`config.mk`:
```
export PLATFORM = sky130hd
export DESIGN_NAME = dghf_div
export DESIGN_NICKNAME = d
export VERILOG_FILES = /design/src/sv/depth_gradient_hole_fill_defines.svh /design/src/sv/dghf_div.sv
export SDC_FILE = /design/constraint.sdc
export NUM_CORES = 1
export LEC_CHECK = 0
export BUFFER_PORTS_ARGS = -buffer_cell sky130_fd_sc_hd__buf_4
export CORE_MARGIN = 2
export CORE_UTILIZATION = 50
export CTS_CLUSTER_DIAMETER = 100
export DETAILED_ROUTE_END_ITERATION = 8
export GPL_ROUTABILITY_DRIVEN = 0
export PLACE_DENSITY = 0.79
export SKIP_LAST_GASP = 1
export SLEW_MARGIN = 25
export SYNTH_ARGS = -nofsm -noshare
export SYNTH_HDL_FRONTEND = slang
export SYNTH_SLANG_ARGS = --single-unit
```
`constraint.sdc`:
```
create_clock -name clk -period 5.45 [get_ports clk]
set_input_delay 0.2725 -clock clk [delete_from_list [all_inputs] [get_ports clk]]
set_output_delay 0.2725 -clock clk [all_outputs]
set_load 0.01 [all_outputs]
```
`src/sv/depth_gradient_hole_fill_defines.svh`:
```
// Assertion macros for the depth gradient hole fill block.
`ifndef DEPTH_GRADIENT_HOLE_FILL_DEFINES_SVH
`define DEPTH_GRADIENT_HOLE_FILL_DEFINES_SVH
`ifndef SYNTHESIS
`define DGHF_ASSERT_IMPL(label, clk, rst_n, ante, cons) \
    label: assert property (@(posedge clk) disable iff (!rst_n) (ante) |-> (cons)) \
        else $error("assertion failed");
`define DGHF_ASSERT_NEXT(label, clk, rst_n, ante, cons) \
    label: assert property (@(posedge clk) disable iff (!rst_n) (ante) |=> (cons)) \
        else $error("assertion failed");
`else
`define DGHF_ASSERT_IMPL(label, clk, rst_n, ante, cons)
`define DGHF_ASSERT_NEXT(label, clk, rst_n, ante, cons)
`endif
`endif

```
`src/sv/dghf_div.sv`:
```
// Iterative unsigned divider by a 4-bit divisor (2, 4, 6 or 8 in this design): one quotient bit per cycle.
module dghf_div #(
    parameter int NUM_BITS = 36
) (
    input  logic                clk,
    input  logic                rst_n,
    input  logic                start,
    input  logic [NUM_BITS-1:0] dividend,
    input  logic [3:0]          divisor,
    output logic                done,
    output logic [NUM_BITS-1:0] quotient
);
    localparam int CNT_BITS = $clog2(NUM_BITS + 1);

    logic [NUM_BITS-1:0] q_reg;
    logic [NUM_BITS-1:0] num_reg;
    logic [4:0]          rem_reg;
    logic [3:0]          dv_reg;
    logic [CNT_BITS-1:0] cnt_reg;
    logic                busy_reg;
    logic                done_reg;
    logic [4:0]          trial;

    assign trial = {rem_reg[3:0], num_reg[NUM_BITS-1]};

    always_ff @(posedge clk or negedge rst_n)
    begin
        if (!rst_n)
        begin
            busy_reg <= 1'b0;
            done_reg <= 1'b0;
            cnt_reg  <= '0;
        end
        else
        begin
            done_reg <= 1'b0;
            if (start)
            begin
                busy_reg <= 1'b1;
                cnt_reg  <= CNT_BITS'(NUM_BITS);
            end
            else if (busy_reg)
            begin
                cnt_reg <= cnt_reg - 1'b1;
                if (cnt_reg == CNT_BITS'(1))
                begin
                    busy_reg <= 1'b0;
                    done_reg <= 1'b1;
                end
            end
        end
    end

    always_ff @(posedge clk)
    begin
        if (start)
        begin
            num_reg <= dividend;
            rem_reg <= '0;
            dv_reg  <= divisor;
            q_reg   <= '0;
        end
        else if (busy_reg)
        begin
            num_reg <= {num_reg[NUM_BITS-2:0], 1'b0};
            if (trial >= {1'b0, dv_reg})
            begin
                rem_reg <= trial - {1'b0, dv_reg};
                q_reg   <= {q_reg[NUM_BITS-2:0], 1'b1};
            end
            else
            begin
                rem_reg <= trial;
                q_reg   <= {q_reg[NUM_BITS-2:0], 1'b0};
            end
        end
    end

    assign done     = done_reg;
    assign quotient = q_reg;
endmodule

```
==> summary.md <==
| Metric | Value |
|---|---|
| Slowest stage delay, CP | between 600 and 700 ps |
| Gr ovfl total | 0 |
| Slew at the pin closest to its max-slew limit | approximately 920 ps |
| Critical Path End Type | flip-flop |
| CTS tree | done |
| Sequential Power Share | 53.5% |
| Psw | 398 uW |
| Combinational Power Share | between 10% and 20% |
| Starting Density | 51.3% |
| DPL Wire Length | between 4000 and 5000 um |
| R2R Setup Slk | 3320 ps |
| Status | finished clean |
| Area growth, synth to finish | 22.4% |
| Tmin final | 2130 ps |
| Placed Cells | 444 |
| Share of cells above drive strength 1 | 37.8% |
| CP Launch Type | flip-flop |
| RSZ-0062 raised after global routing | false |
| Diodes inserted | 0 |
| Setup TNS | 0 ps |
| Fraction of registers with async set/reset | 9.09% |
| Clk Latency, worst-skew pair | approximately 350 ps |
| Most common cell after layout, fill and taps aside | buf_4 |
| Endpoints failing setup | 0 |
| Hold EP | dv_reg[1]$_DFFE_PP_ |
| Root Buffer | clkbuf_8 |
| DR vias | 2247 |
| Hold Crit Start | divisor[1] |
| Layout Skew | 9.23 ps |
| Hold Path Depth | 1 |
| R2r worst-path depth | 4 |
| R2r startpoint | busy_reg$_DFF_PN0_ |
| Mapped Cells | 279 |
| Pin count of the biggest net entering global routing | 88 |
| DRT Pass-1 Iters | 4 |
| Max Fclk | between 400 and 500 MHz |
| First-pass GRT wire length | around 10000 um |
| Clock slew at reported path FFs | around 90 ps |
| CP Cell Sequence | buf_4, nor2_1, inv_1, buf_4 |
| Mean post-synth cell area | 13.2 um2 |
| Most frequent cells in the layout | buf_4 (81), nor2_1 (45), edfxtp_1 (40), dfxtp_1 (40) |
| Post-synth EDFFs | 40 |
| Vias/cell | 4.87 |
| GRT Total Usage | 15.7% |
| Tcrit/Tclk final | 39.0% |
| Fin Hold WS | 90.6 ps |
| Worst Path Max Fanout | 36 |
| Relative slew slack | 38.7% |
| Most frequent CP cell | buf_4 |
| DIE AREA | 8060 um2 |
| # rows | 31 |
| Final Hold Viols | 0 |
| Post-DR wirelength/cell | 13.4 um |
| Crit-path slowest cell | dfrtp_2 |
| Max VDD drop | 0.000188 V |
| Clk sinks | 88 |
| H-Tree Depth | 3 |
| YS warnings | 0 |
| Num ports | 80 |
| Hold Crit Class | input port to flip-flop |
| Worst Path Arrival | 2130 ps |
| Max-Cap Viols | 0 |
| Mapped cell area | 3680 um2 |
| Pleak | 0.00212 uW |
| Ys flop type | edfxtp_1 |
| Worst flop-to-flop path endpoint | num_reg[13]$_DFFE_PP_ |
| Routed Antenna Nets | 0 |
| Antenna violations before repair | 0 |
| Crit path kind | flip-flop to flip-flop |
| CTS buffer count | 9 |
| # DRC | 0 |
| Core ar. | 7180 um2 |
| Die Wd | 89.8 um |
| Sequential-to-total area share from yosys stat | 59.8% |
| P per Cell Area | 327 nW/um2 |
| Clock Tree Buf Depth | 2 |
| Vias in the first global route | 2188 |
| Port bufs | ~80 |
| Die extent in y | 89.8 um |
| Cell variety after synth | 41 |
| Detailed router's first-iteration violation count | 72 |
| Internal | approximately 1100 uW |
| Fin nets | 407 |
| Syn nets | 329 |
| Max-slew violations | 0 |
| Seq cells post-synth | 88 |
| Post-route non-filler standard cell count | 461 |
| Critical Path RT | 5450 ps |
| Clock network power share | 29.0% |
| Switching Fraction | 27.0% |
| Final wirelength | 6160 um |
## critical path, delay by kind of cell (launching register included)
kind / cells / cell delay, ps
buf+inv: 3 / 1010
flops: 1 / 620
simple gates: 1 / 130
## cell families (layout without fill, tap and decap cells)
family | Yosys count | in the layout | share of synthesized area [%]
XOR/XNOR | 6 | 6 | 1.43
multiplexers | 70 | 70 | 20.2
AND/OR/NAND/NOR | 67 | 67 | 8.50
adder cells (fa/ha/maj) | 7 | 7 | 2.58
AO/OA/AOI/OAI | 16 | 16 | 3.57
flip-flops | 88 | 88 | 59.8
buffers and inverters | 25 | 108 | 3.88
## synth_stat cells, types with 2 or more instances
library cell  number  area, um2
nor2_1            45        169
dfxtp_1           40        801
edfxtp_1          40       1200
mux2_2            35        394
mux2i_1           35        350
inv_1             10       37.5
dfrtp_1            8        200
clkbuf_1           7       26.3
ha_1               6       75.1
nand2_1            5       18.8
xnor2_1            4       35.0
buf_2              3       15.0
clkbuf_8           3       41.3
o21ai_0            3       15.0
a211oi_1           2       15.0
a311oi_1           2       17.5
and2_1             2       12.5
buf_6              2       22.5
nand3_1            2       10.0
nor4_1             2       12.5
o2111ai_1          2       17.5
xor2_1             2       17.5
## what timing repair did
item	4_1_cts	5_1_grt
endpoints found under the setup margin	0	0
gates resized for setup	0	0
hold endpoints to repair	8	0
hold buffers	1	0
setup buffers	0	0
## stage by stage
| step | setup slack [ps] | total power [uW] | area (um2) | utilization (%) |
|---|---|---|---|---|
| CTS | 3310 | 1490 | 4510 | 62.8 |
| finish | 3320 | 1470 | 4510 | 62.8 |
| global placement | 3350 | 1050 | 4310 | 60.1 |
| global route | 3130 | 1550 | 4510 | 62.8 |
| floorplan | 3690 | 983 | 3680 | - |
| detailed placement | 3340 | 1060 | 4310 | 60.1 |
## power groups by stage
| stage | logic [uW] | registers [uW] | clock network [uW] |
|---|---|---|---|
| floorplan | 190 | 794 | 0 |
| global placement | 248 | 802 | 0 |
| detailed placement | 260 | 804 | 0 |
| CTS | 260 | 790 | 444 |
| global route | 283 | 797 | 470 |
| finish | 257 | 789 | 427 |
## cell type report
class	instances	area, um2
Clock buffer	10	138
Inverter	10	37.5
Tap cell	99	124
Sequential cell	88	2200
Multi-Input combinational cell	166	1340
Timing Repair Buffer	82	618
Fill cell	600	2670
Clock inverter	6	50.0
## worst max path at each step
stage | startpoint | end | slack (ps)
after detailed placement | busy_reg$_DFF_PN0_ | num_reg[5]$_DFFE_PP_ | 3340
final | busy_reg$_DFF_PN0_ | num_reg[13]$_DFFE_PP_ | 3320
after CTS | busy_reg$_DFF_PN0_ | num_reg[13]$_DFFE_PP_ | 3310
after floorplan | dv_reg[1]$_DFFE_PP_ | rem_reg[3]$_SDFFE_PP0P_ | 3690
after global placement | busy_reg$_DFF_PN0_ | num_reg[7]$_DFFE_PP_ | 3350
after global routing | busy_reg$_DFF_PN0_ | cnt_reg[5]$_DFFE_PN0P_ | 3130
## per-layer routing
metal	part of all wire [%]	wire, um	track usage, %
met4	0.39	24	6.15
met5	0	0	0
met2	46	2820	23.4
met3	6.5	401	5.62
met1	47	2900	21.1
Note: power is estimated with default switching activity, not from simulation.
